## src/sv/jmi_pkg.sv

```systemverilog
package jmi_pkg;

	localparam int JOINTS = 5;
	localparam int STEPS_MAX = 64;
	localparam int FRAC_BITS = 16;

	localparam int ANGLE_W = 9;
	localparam int STEP_W = 7;
	localparam int SETUP_W = 27;
	localparam int SERVO_W = 8;
	localparam int IDX_W = 3;
	localparam int JIDX_W = (JOINTS > 1) ? $clog2(JOINTS) : 1;

	localparam int DIFF_W = ANGLE_W + 1;
	localparam int DIV_W = ANGLE_W + FRAC_BITS;
	localparam int DIV_CNT_W = $clog2(DIV_W);
	localparam int INC_W = DIV_W + 1;
	localparam int ACC_W = INC_W + 1;
	localparam int POS_W = ACC_W - FRAC_BITS;

	localparam int LO_LSB = 0;
	localparam int HI_LSB = ANGLE_W;
	localparam int OFF_LSB = 2 * ANGLE_W;

	localparam int SERVO_MAX = 180;
	localparam int SERVO_BIAS = 135;
	localparam int RECIP_3 = 683;
	localparam int RECIP_SH = 11;
	localparam int PROD_W = POS_W + 10;

	typedef logic [SETUP_W-1:0] setup_t;
	typedef logic signed [ANGLE_W-1:0] angle_t;
	typedef logic [STEP_W-1:0] step_t;
	typedef logic [SERVO_W-1:0] servo_t;

	localparam setup_t SETUP_RESET [JOINTS] = '{
		setup_t'(131647920), setup_t'(3983772), setup_t'(6601124),
		setup_t'(46502), setup_t'(131688780)
	};

	localparam angle_t POSE_RESET [JOINTS] = '{
		-angle_t'(50), angle_t'(0), angle_t'(0), angle_t'(0), angle_t'(0)
	};

	typedef enum logic [2:0] {
		ST_IDLE,
		ST_DIV_LOAD,
		ST_DIV_RUN,
		ST_DIV_STORE,
		ST_ACC_INIT,
		ST_EMIT
	} state_t;

	typedef struct packed {
		logic load;
		logic div_load;
		logic div_step;
		logic div_store;
		logic acc_init;
		logic emit;
	} ctrl_cmd_t;

	typedef struct packed {
		logic div_done;
		logic last_joint;
		logic last_step;
		logic slot_free;
	} dp_status_t;

endpackage

```

## src/sv/jmi_cmd_if.sv

```systemverilog
interface jmi_cmd_if;
	logic valid;
	logic ready;
	jmi_pkg::angle_t target_0;
	jmi_pkg::angle_t target_1;
	jmi_pkg::angle_t target_2;
	jmi_pkg::angle_t target_3;
	jmi_pkg::angle_t target_4;
	jmi_pkg::step_t step_count;

	modport source(output valid, target_0, target_1, target_2, target_3, target_4,
		step_count, input ready);
	modport sink(input valid, target_0, target_1, target_2, target_3, target_4,
		step_count, output ready);
endinterface

```

## src/sv/jmi_res_if.sv

```systemverilog
interface jmi_res_if;
	logic valid;
	logic ready;
	jmi_pkg::servo_t servo_0;
	jmi_pkg::servo_t servo_1;
	jmi_pkg::servo_t servo_2;
	jmi_pkg::servo_t servo_3;
	jmi_pkg::servo_t servo_4;
	jmi_pkg::step_t step_number;
	logic last_step;
	logic limit_clamped;

	modport source(output valid, servo_0, servo_1, servo_2, servo_3, servo_4,
		step_number, last_step, limit_clamped, input ready);
	modport sink(input valid, servo_0, servo_1, servo_2, servo_3, servo_4,
		step_number, last_step, limit_clamped, output ready);
endinterface

```

## src/sv/jmi_ctrl.sv

```systemverilog
module jmi_ctrl (
	input  logic                   clk,
	input  logic                   arst_n,
	input  logic                   cmd_valid,
	output logic                   cmd_ready,
	input  jmi_pkg::dp_status_t    status,
	output jmi_pkg::ctrl_cmd_t     ctrl
);

	jmi_pkg::state_t state_q;
	jmi_pkg::state_t state_next;

	always_ff @(posedge clk or negedge arst_n) begin
		if (!arst_n) begin
			state_q <= jmi_pkg::ST_IDLE;
		end else begin
			state_q <= state_next;
		end
	end

	always_comb begin
		state_next = state_q;
		unique case (state_q)
			jmi_pkg::ST_IDLE: begin
				if (cmd_valid) begin
					state_next = jmi_pkg::ST_DIV_LOAD;
				end
			end
			jmi_pkg::ST_DIV_LOAD: begin
				state_next = jmi_pkg::ST_DIV_RUN;
			end
			jmi_pkg::ST_DIV_RUN: begin
				if (status.div_done) begin
					state_next = jmi_pkg::ST_DIV_STORE;
				end
			end
			jmi_pkg::ST_DIV_STORE: begin
				if (status.last_joint) begin
					state_next = jmi_pkg::ST_ACC_INIT;
				end else begin
					state_next = jmi_pkg::ST_DIV_LOAD;
				end
			end
			jmi_pkg::ST_ACC_INIT: begin
				state_next = jmi_pkg::ST_EMIT;
			end
			jmi_pkg::ST_EMIT: begin
				if (status.slot_free && status.last_step) begin
					state_next = jmi_pkg::ST_IDLE;
				end
			end
			default: begin
				state_next = jmi_pkg::ST_IDLE;
			end
		endcase
	end

	always_comb begin
		ctrl = '0;
		cmd_ready = 1'b0;
		unique case (state_q)
			jmi_pkg::ST_IDLE: begin
				cmd_ready = 1'b1;
				ctrl.load = cmd_valid;
			end
			jmi_pkg::ST_DIV_LOAD: begin
				ctrl.div_load = 1'b1;
			end
			jmi_pkg::ST_DIV_RUN: begin
				ctrl.div_step = 1'b1;
			end
			jmi_pkg::ST_DIV_STORE: begin
				ctrl.div_store = 1'b1;
			end
			jmi_pkg::ST_ACC_INIT: begin
				ctrl.acc_init = 1'b1;
			end
			jmi_pkg::ST_EMIT: begin
				ctrl.emit = status.slot_free;
			end
			default: begin
				ctrl = '0;
			end
		endcase
	end

endmodule

```

## src/sv/jmi_dp.sv

```systemverilog
module jmi_dp (
	input  logic                    clk,
	input  logic                    arst_n,
	input  jmi_pkg::ctrl_cmd_t      ctrl,
	output jmi_pkg::dp_status_t     status,
	input  logic                    cfg_we,
	input  logic [jmi_pkg::IDX_W-1:0] cfg_index,
	input  jmi_pkg::setup_t         cfg_data,
	input  jmi_pkg::angle_t         target [jmi_pkg::JOINTS],
	input  jmi_pkg::step_t          step_count,
	input  logic                    res_ready,
	output logic                    res_valid,
	output jmi_pkg::servo_t         servo [jmi_pkg::JOINTS],
	output jmi_pkg::step_t          step_number,
	output logic                    last_step,
	output logic                    limit_clamped
);

	function automatic jmi_pkg::servo_t servo_of(
		input logic signed [jmi_pkg::ACC_W-1:0] acc,
		input jmi_pkg::angle_t off
	);
		logic signed [jmi_pkg::POS_W-1:0] pos;
		logic signed [jmi_pkg::POS_W:0] v;
		logic [jmi_pkg::POS_W-1:0] x;
		logic [jmi_pkg::PROD_W-1:0] prod;
		logic [jmi_pkg::PROD_W-jmi_pkg::RECIP_SH-1:0] t;
		jmi_pkg::servo_t code;
		pos = acc[jmi_pkg::ACC_W-1:jmi_pkg::FRAC_BITS];
		// Rounding the floor up gives truncation toward zero for negative values.
		if (acc[jmi_pkg::ACC_W-1] && (acc[jmi_pkg::FRAC_BITS-1:0] != '0)) begin
			pos = pos + jmi_pkg::POS_W'(1);
		end
		v = (jmi_pkg::POS_W+1)'(pos) + (jmi_pkg::POS_W+1)'(off)
			+ (jmi_pkg::POS_W+1)'(jmi_pkg::SERVO_BIAS);
		x = {v[jmi_pkg::POS_W-2:0], 1'b0};
		prod = jmi_pkg::PROD_W'(x) * jmi_pkg::PROD_W'(jmi_pkg::RECIP_3);
		t = prod[jmi_pkg::PROD_W-1:jmi_pkg::RECIP_SH];
		if (v <= 0) begin
			code = '0;
		end else if (t > (jmi_pkg::PROD_W-jmi_pkg::RECIP_SH)'(jmi_pkg::SERVO_MAX)) begin
			code = jmi_pkg::SERVO_W'(jmi_pkg::SERVO_MAX);
		end else begin
			code = t[jmi_pkg::SERVO_W-1:0];
		end
		return code;
	endfunction

	jmi_pkg::setup_t setup_q [jmi_pkg::JOINTS];
	jmi_pkg::angle_t cur_q [jmi_pkg::JOINTS];
	jmi_pkg::angle_t tgt_q [jmi_pkg::JOINTS];
	logic signed [jmi_pkg::INC_W-1:0] inc_q [jmi_pkg::JOINTS];
	logic signed [jmi_pkg::ACC_W-1:0] acc_q [jmi_pkg::JOINTS];
	jmi_pkg::step_t n_q;
	jmi_pkg::step_t step_q;
	logic clamp_q;

	logic [jmi_pkg::DIV_W-1:0] quo_q;
	jmi_pkg::step_t rem_q;
	logic neg_q;
	logic [jmi_pkg::DIV_CNT_W-1:0] cnt_q;
	logic [jmi_pkg::JIDX_W-1:0] jidx_q;

	jmi_pkg::servo_t servo_q [jmi_pkg::JOINTS];
	jmi_pkg::step_t step_out_q;
	logic last_out_q;
	logic clamp_out_q;
	logic valid_q;

	jmi_pkg::angle_t tgt_clamped [jmi_pkg::JOINTS];
	logic [jmi_pkg::JOINTS-1:0] hit;
	jmi_pkg::step_t n_sat;
	logic signed [jmi_pkg::DIFF_W-1:0] diff;
	logic [jmi_pkg::DIFF_W-1:0] mag;
	logic [jmi_pkg::STEP_W:0] trial;
	logic [jmi_pkg::STEP_W:0] trial_sub;
	logic trial_ge;
	logic slot_free;

	always_comb begin
		for (int i = 0; i < jmi_pkg::JOINTS; i++) begin
			jmi_pkg::angle_t lo;
			jmi_pkg::angle_t hi;
			lo = setup_q[i][jmi_pkg::LO_LSB +: jmi_pkg::ANGLE_W];
			hi = setup_q[i][jmi_pkg::HI_LSB +: jmi_pkg::ANGLE_W];
			hit[i] = 1'b1;
			if (target[i] > hi) begin
				tgt_clamped[i] = hi;
			end else if (target[i] < lo) begin
				tgt_clamped[i] = lo;
			end else begin
				tgt_clamped[i] = target[i];
				hit[i] = 1'b0;
			end
		end
	end

	always_comb begin
		if (step_count == '0) begin
			n_sat = jmi_pkg::STEP_W'(1);
		end else if (step_count > jmi_pkg::STEP_W'(jmi_pkg::STEPS_MAX)) begin
			n_sat = jmi_pkg::STEP_W'(jmi_pkg::STEPS_MAX);
		end else begin
			n_sat = step_count;
		end
	end

	assign diff = jmi_pkg::DIFF_W'(tgt_q[jidx_q]) - jmi_pkg::DIFF_W'(cur_q[jidx_q]);
	assign mag = diff[jmi_pkg::DIFF_W-1] ? -diff : diff;
	assign trial = {rem_q, quo_q[jmi_pkg::DIV_W-1]};
	assign trial_ge = trial >= {1'b0, n_q};
	assign trial_sub = trial - {1'b0, n_q};
	assign slot_free = !valid_q || res_ready;

	assign status.div_done = cnt_q == jmi_pkg::DIV_CNT_W'(jmi_pkg::DIV_W - 1);
	assign status.last_joint = jidx_q == jmi_pkg::JIDX_W'(jmi_pkg::JOINTS - 1);
	assign status.last_step = step_q == n_q;
	assign status.slot_free = slot_free;

	always_ff @(posedge clk or negedge arst_n) begin
		if (!arst_n) begin
			setup_q <= jmi_pkg::SETUP_RESET;
			cur_q <= jmi_pkg::POSE_RESET;
			valid_q <= 1'b0;
			cnt_q <= '0;
			jidx_q <= '0;
			step_q <= '0;
		end else begin
			if (cfg_we && ({1'b0, cfg_index} < (jmi_pkg::IDX_W+1)'(jmi_pkg::JOINTS))) begin
				setup_q[cfg_index[jmi_pkg::JIDX_W-1:0]] <= cfg_data;
			end
			if (ctrl.load) begin
				jidx_q <= '0;
				step_q <= jmi_pkg::STEP_W'(1);
			end
			if (ctrl.div_load) begin
				cnt_q <= '0;
			end
			if (ctrl.div_step) begin
				cnt_q <= cnt_q + jmi_pkg::DIV_CNT_W'(1);
			end
			if (ctrl.div_store) begin
				jidx_q <= jidx_q + jmi_pkg::JIDX_W'(1);
			end
			if (ctrl.emit) begin
				valid_q <= 1'b1;
				step_q <= step_q + jmi_pkg::STEP_W'(1);
				if (step_q == n_q) begin
					cur_q <= tgt_q;
				end
			end else if (res_ready) begin
				valid_q <= 1'b0;
			end
		end
	end

	always_ff @(posedge clk) begin
		if (ctrl.load) begin
			tgt_q <= tgt_clamped;
			clamp_q <= |hit;
			n_q <= n_sat;
		end
		if (ctrl.div_load) begin
			neg_q <= diff[jmi_pkg::DIFF_W-1];
			quo_q <= {mag[jmi_pkg::ANGLE_W-1:0], jmi_pkg::FRAC_BITS'(0)};
			rem_q <= '0;
		end
		if (ctrl.div_step) begin
			quo_q <= {quo_q[jmi_pkg::DIV_W-2:0], trial_ge};
			rem_q <= trial_ge ? trial_sub[jmi_pkg::STEP_W-1:0] : trial[jmi_pkg::STEP_W-1:0];
		end
		if (ctrl.div_store) begin
			inc_q[jidx_q] <= neg_q ? -{1'b0, quo_q} : {1'b0, quo_q};
		end
		for (int i = 0; i < jmi_pkg::JOINTS; i++) begin
			if (ctrl.acc_init) begin
				acc_q[i] <= (jmi_pkg::ACC_W'(cur_q[i]) <<< jmi_pkg::FRAC_BITS)
					+ jmi_pkg::ACC_W'(inc_q[i]);
			end else if (ctrl.emit) begin
				acc_q[i] <= acc_q[i] + jmi_pkg::ACC_W'(inc_q[i]);
			end
			if (ctrl.emit) begin
				servo_q[i] <= servo_of(acc_q[i], setup_q[i][jmi_pkg::OFF_LSB +: jmi_pkg::ANGLE_W]);
			end
		end
		if (ctrl.emit) begin
			step_out_q <= step_q;
			last_out_q <= step_q == n_q;
			clamp_out_q <= clamp_q;
		end
	end

	assign res_valid = valid_q;
	assign servo = servo_q;
	assign step_number = step_out_q;
	assign last_step = last_out_q;
	assign limit_clamped = clamp_out_q;

endmodule

```

## src/sv/joint_move_interpolator.sv

```systemverilog
// Linear joint move interpolator for a five-joint arm.
// A command item on cmd carries five target angles in degrees and a step
// count. Each target is clamped to its joint limits, the per-step increment
// is divided out in fixed point with 16 fraction bits, and then one result
// item per step leaves on res with the five servo codes, the step number, a
// last-step flag and a flag telling whether any target was clamped.
// Joint limits and offsets are written through cfg_we, cfg_index and cfg_data;
// the user must write them only while the block is idle, which the block
// itself does not enforce. An index beyond the last joint is ignored.
// The increments come from one shared restoring divider that works through
// the joints in turn before the first result is produced. After that one
// result is produced per cycle while the receiver keeps res.ready high.
// cmd.ready is high only while no command is in progress.
// When the receiver holds res.ready low, the result register keeps its item
// and the step sequence waits; nothing is dropped.
// Reset restores the default limits and offsets and the home pose of
// -50, 0, 0, 0, 0 degrees, and leaves no result pending.
module joint_move_interpolator (
	input  logic                      clk,
	input  logic                      arst_n,
	jmi_cmd_if.sink                   cmd,
	jmi_res_if.source                 res,
	input  logic                      cfg_we,
	input  logic [jmi_pkg::IDX_W-1:0] cfg_index,
	input  jmi_pkg::setup_t           cfg_data
);

	jmi_pkg::ctrl_cmd_t ctrl;
	jmi_pkg::dp_status_t status;
	jmi_pkg::angle_t target [jmi_pkg::JOINTS];
	jmi_pkg::servo_t servo [jmi_pkg::JOINTS];

	assign target[0] = cmd.target_0;
	assign target[1] = cmd.target_1;
	assign target[2] = cmd.target_2;
	assign target[3] = cmd.target_3;
	assign target[4] = cmd.target_4;

	assign res.servo_0 = servo[0];
	assign res.servo_1 = servo[1];
	assign res.servo_2 = servo[2];
	assign res.servo_3 = servo[3];
	assign res.servo_4 = servo[4];

	jmi_ctrl u_ctrl (
		.clk       (clk),
		.arst_n    (arst_n),
		.cmd_valid (cmd.valid),
		.cmd_ready (cmd.ready),
		.status    (status),
		.ctrl      (ctrl)
	);

	jmi_dp u_dp (
		.clk           (clk),
		.arst_n        (arst_n),
		.ctrl          (ctrl),
		.status        (status),
		.cfg_we        (cfg_we),
		.cfg_index     (cfg_index),
		.cfg_data      (cfg_data),
		.target        (target),
		.step_count    (cmd.step_count),
		.res_ready     (res.ready),
		.res_valid     (res.valid),
		.servo         (servo),
		.step_number   (res.step_number),
		.last_step     (res.last_step),
		.limit_clamped (res.limit_clamped)
	);

endmodule

```

## src/flat_wrapper.sv

```systemverilog
// flat-port wrapper written by rule: the top's interface ports become plain ports
module joint_move_interpolator_flat 
  (clk, arst_n, cfg_we, cfg_index, cfg_data, cmd_valid, cmd_target_0, cmd_target_1, cmd_target_2, cmd_target_3, cmd_target_4, cmd_step_count, cmd_ready, res_valid, res_servo_0, res_servo_1, res_servo_2, res_servo_3, res_servo_4, res_step_number, res_last_step, res_limit_clamped, res_ready);
  jmi_cmd_if cmd_i ();
  jmi_res_if res_i ();
  input  logic clk;
  input  logic arst_n;
  input  logic cfg_we;
  input  logic [jmi_pkg::IDX_W-1:0] cfg_index;
  input  jmi_pkg::setup_t cfg_data;
  input wire logic [$bits(cmd_i.valid)-1:0] cmd_valid;
  input wire logic [$bits(cmd_i.target_0)-1:0] cmd_target_0;
  input wire logic [$bits(cmd_i.target_1)-1:0] cmd_target_1;
  input wire logic [$bits(cmd_i.target_2)-1:0] cmd_target_2;
  input wire logic [$bits(cmd_i.target_3)-1:0] cmd_target_3;
  input wire logic [$bits(cmd_i.target_4)-1:0] cmd_target_4;
  input wire logic [$bits(cmd_i.step_count)-1:0] cmd_step_count;
  output wire logic [$bits(cmd_i.ready)-1:0] cmd_ready;
  output wire logic [$bits(res_i.valid)-1:0] res_valid;
  output wire logic [$bits(res_i.servo_0)-1:0] res_servo_0;
  output wire logic [$bits(res_i.servo_1)-1:0] res_servo_1;
  output wire logic [$bits(res_i.servo_2)-1:0] res_servo_2;
  output wire logic [$bits(res_i.servo_3)-1:0] res_servo_3;
  output wire logic [$bits(res_i.servo_4)-1:0] res_servo_4;
  output wire logic [$bits(res_i.step_number)-1:0] res_step_number;
  output wire logic [$bits(res_i.last_step)-1:0] res_last_step;
  output wire logic [$bits(res_i.limit_clamped)-1:0] res_limit_clamped;
  input wire logic [$bits(res_i.ready)-1:0] res_ready;
  assign cmd_i.valid = cmd_valid;
  assign cmd_i.target_0 = cmd_target_0;
  assign cmd_i.target_1 = cmd_target_1;
  assign cmd_i.target_2 = cmd_target_2;
  assign cmd_i.target_3 = cmd_target_3;
  assign cmd_i.target_4 = cmd_target_4;
  assign cmd_i.step_count = cmd_step_count;
  assign cmd_ready = cmd_i.ready;
  assign res_valid = res_i.valid;
  assign res_servo_0 = res_i.servo_0;
  assign res_servo_1 = res_i.servo_1;
  assign res_servo_2 = res_i.servo_2;
  assign res_servo_3 = res_i.servo_3;
  assign res_servo_4 = res_i.servo_4;
  assign res_step_number = res_i.step_number;
  assign res_last_step = res_i.last_step;
  assign res_limit_clamped = res_i.limit_clamped;
  assign res_i.ready = res_ready;
  joint_move_interpolator u_core (.clk(clk), .arst_n(arst_n), .cmd(cmd_i), .res(res_i), .cfg_we(cfg_we), .cfg_index(cfg_index), .cfg_data(cfg_data));
endmodule
```

## config.mk

```make
export PLATFORM = sky130hd
export DESIGN_NAME = joint_move_interpolator_flat
export DESIGN_NICKNAME = d
export VERILOG_FILES = /design/src/sv/jmi_pkg.sv /design/src/sv/jmi_cmd_if.sv /design/src/sv/jmi_res_if.sv /design/src/sv/jmi_ctrl.sv /design/src/sv/jmi_dp.sv /design/src/sv/joint_move_interpolator.sv /design/src/flat_wrapper.sv
export SDC_FILE = /design/constraint.sdc
export NUM_CORES = 2
export LEC_CHECK = 0
export CAP_MARGIN = 20
export CORE_ASPECT_RATIO = 1.25
export CORE_UTILIZATION = 46
export DETAILED_ROUTE_END_ITERATION = 12
export DONT_BUFFER_PORTS = 1
export GPL_ROUTABILITY_DRIVEN = 0
export PLACE_DENSITY = 0.67
export RECOVER_POWER = 50
export SYNTH_ARGS = -nofsm -noshare
export SYNTH_HDL_FRONTEND = slang
export SYNTH_HIERARCHICAL = 1
export SYNTH_SLANG_ARGS = --single-unit
```

## constraint.sdc

```tcl
create_clock -name clk -period 13.7 [get_ports clk]
set_clock_uncertainty 0.05 [all_clocks]
set_input_delay 1.37 -clock clk [delete_from_list [all_inputs] [get_ports clk]]
set_output_delay 1.37 -clock clk [all_outputs]
set_load 0.03 [all_outputs]
```

==> out/results.txt <==
EDFF count, synth -> 400
Syn Area/Cell -> 10.05 sq um
Worst setup SP type -> register
Initial antenna violation count -> 1
Most frequent cells in the layout -> ha_1 (696), inv_1 (494), edfxtp_1 (400)
Via Count -> 34.20k
Slew @ Worst Pin -> 2888 ps
Root Driver -> clkbuf_16
Met1 GRT Util -> 0.2747
Clock Path Buffers -> 3
GRT Max-Usage Layer -> met2
# setup viols final -> 0
Critical path capture point type -> register
DR iter-0 viols -> 2161
Async SR Flop Fraction -> 0.3322
Gr ovfl total -> 0
Mapped Nets -> 5623
Critical path class -> reg -> reg
Filler instances -> 9325
WL/cell -> 18.79 microns
First-pass GRT wire length -> 183700 microns
Die area -> 104600 sq um
Worst setup slack after layout -> 4893 ps
Final Hold Fails -> 0
Most common cell after layout, fill and taps aside -> ha_1
Worst r2r src -> u_core/u_dp/acc_q[3][10]
# diodes -> 0
Crit-path slowest cell -> fa_1
Total Routing Usage GR -> 0.2220
Post-CTS Setup Inserts -> 0
Vias/cell -> 5.581
Vias in the first global route -> 34.49k
Grt met2 use -> 0.3867
Worst Hold Class -> in -> async
Synth Warn # -> 6
Insertion delay to the later sink of the worst-skew pair -> 650 ps
Core Box Area -> 102300 sq um
PortBufs -> 0
Status -> finished with violations
Flops & latches, synth -> 599
Data required, critical path -> 14120 ps
Drt first pass iters -> 7
Seq/Total Area, Yosys -> 0.3595
Rows -> 131
Worst R2R End -> u_core/u_dp/servo[13]
Clock sinks -> 599
Peak per-stage delay on the critical path -> 520 ps
Failing checks -> max-capacitance violations, max-slew violations
Routed Wire Length -> 115100 microns
Final nets -> 5635
Mapped cell area -> 47500 sq um
Unrepaired setup endpoints after global routing -> false
Initial Utilization -> 0.4644
Worst R2R Path Depth -> 34
Share of cells above drive strength 1 -> 0.07420
CP arrival -> 9230 ps
Post-detail-place hpwl -> 88170 microns
Largest net degree at the start of global routing -> 200
Antenna Violating Nets Remaining -> 0
Final-report max-slew violation count -> 440
CTS Buf Count -> 71
Drt drc -> 0
Overall die width -> 289.4 microns
Clock transition at the registers of the reported paths -> 60 ps
Cell mode on critical path -> inv_1
Placement Setup Slack -> 4924 ps
I/O Pins -> 138
CTS tree -> built
Max cap viols -> 12
Area Overhead vs Synth -> 8.531%
FMAX -> 0.1136 GHz
Slew margin rel. -> -0.9250
Post-CTS Resized -> 0
Die height -> 361.3 microns
Synth cell types -> 92
Post-route clock period utilization -> 0.6428
Synth Instances -> 4728
Hold-fix buffers, CTS -> 0
Setup tns final -> 0 ps
Top_reg_cell synth -> edfxtp_1
Reg-to-reg slack, setup -> 4890 ps
Crit path time final -> 8807 ps
CP max FO -> 5
H-tree levels -> 3
Grt met3 use -> 0.04023
flip-flops by register name (all words and copies together), names as in the netlist, 3 cells and up:
name,cells
u_core/u_ctrl/state_q,3
u_core/u_dp/acc_q,135
u_core/u_dp/cnt_q,5
u_core/u_dp/cur_q,45
u_core/u_dp/inc_q,130
u_core/u_dp/jidx_q,3
u_core/u_dp/n_q,7
u_core/u_dp/quo_q,25
u_core/u_dp/rem_q,7
u_core/u_dp/servo,40
u_core/u_dp/setup_q,135
u_core/u_dp/step_number,7
u_core/u_dp/step_q,7
u_core/u_dp/tgt_q,45
final cells by class:
type / count / area [sq um] / share of cell area
inverters: 494 / 1854 / 0.03597
repair buffers: 35 / 191.4 / 0.003713
flip-flops and latches: 599 / 17080 / 0.3312
well taps: 1330 / 1664 / 0.03228
clock inverters: 40 / 540.5 / 0.01048
clock buffers: 91 / 1997 / 0.03873
multi-input cells: 3539 / 28230 / 0.5476
critical path: cells and delay by family (launching register included):
kind	cells	cell delay (ps)
AND/OR/NAND/NOR	10	2170
adder cells (fa/ha/maj)	7	2730
flip-flops	1	390
multiplexers	1	380
XOR/XNOR	2	520
buffers and inverters	6	410
AO/OA/AOI/OAI	8	1970
layer usage:
metal  routed length [microns]  share of wire  up-vias
met5                         0              0        -
met1                     48900           0.42    16400
li1                          -              -    16940
met3                      6076          0.053      180
met4                      3359          0.029        0
met2                     56800           0.49      685
Yosys cell counts, types with 87 or more instances:
| master | number | share of area |
|---|---|---|
| ha_1 | 696 | 0.18 |
| inv_1 | 494 | 0.039 |
| edfxtp_1 | 400 | 0.25 |
| nand2_1 | 378 | 0.030 |
| o21ai_0 | 366 | 0.039 |
| a21oi_1 | 271 | 0.029 |
| nor2_1 | 243 | 0.019 |
| xnor2_1 | 214 | 0.039 |
| dfrtp_1 | 132 | 0.070 |
| xor2_1 | 124 | 0.023 |
| a21o_1 | 122 | 0.019 |
| mux2i_1 | 113 | 0.024 |
| fa_1 | 112 | 0.047 |
| mux2_2 | 111 | 0.026 |
| clkbuf_1 | 87 | 0.0069 |
cells by family (layout without fill, tap and decap cells):
family | after synthesis | count (layout) | synth area share
AND/OR/NAND/NOR | 1082 | 1082 | 0.1092
XOR/XNOR | 339 | 339 | 0.06266
multiplexers | 224 | 224 | 0.05012
buffers and inverters | 590 | 660 | 0.04670
flip-flops | 599 | 599 | 0.3595
AO/OA/AOI/OAI | 1086 | 1086 | 0.1413
adder cells (fa/ha/maj) | 808 | 808 | 0.2305
per-stage QoR:
| stage | hold slack (ps) | instance area, sq um | utilization | instances |
|---|---|---|---|---|
| 2_1_floorplan | 350.3 | 47500 | - | 4728 |
| 3_3_place_gp | 356.3 | 49100 | 0.4800 | 5993 |
| 3_5_place_dp | 375.3 | 49110 | 0.4801 | 5994 |
| 4_1_cts | 335.9 | 51640 | 0.5049 | 6125 |
| 5_1_grt | 342.8 | 51560 | 0.5041 | 6128 |
| 6_report | 376.6 | 51560 | 0.5041 | 6128 |
worst max path at each step:
stage                                   from                    end  depth (start not counted)
finish              u_core/u_dp/acc_q[3][10]  u_core/u_dp/servo[13]                         34
detailed placement   u_core/u_dp/acc_q[4][1]   u_core/u_dp/servo[1]                         33
global route        u_core/u_dp/acc_q[3][10]  u_core/u_dp/servo[14]                         35
CTS                  u_core/u_dp/acc_q[4][1]   u_core/u_dp/servo[1]                         33
global placement    u_core/u_dp/acc_q[3][10]  u_core/u_dp/servo[14]                         34
floorplan            u_core/u_dp/acc_q[3][1]  u_core/u_dp/servo[14]                         34
Power is not shown: default switching activity piles up to over one toggle a cycle in this logic, so the estimate is an artifact.
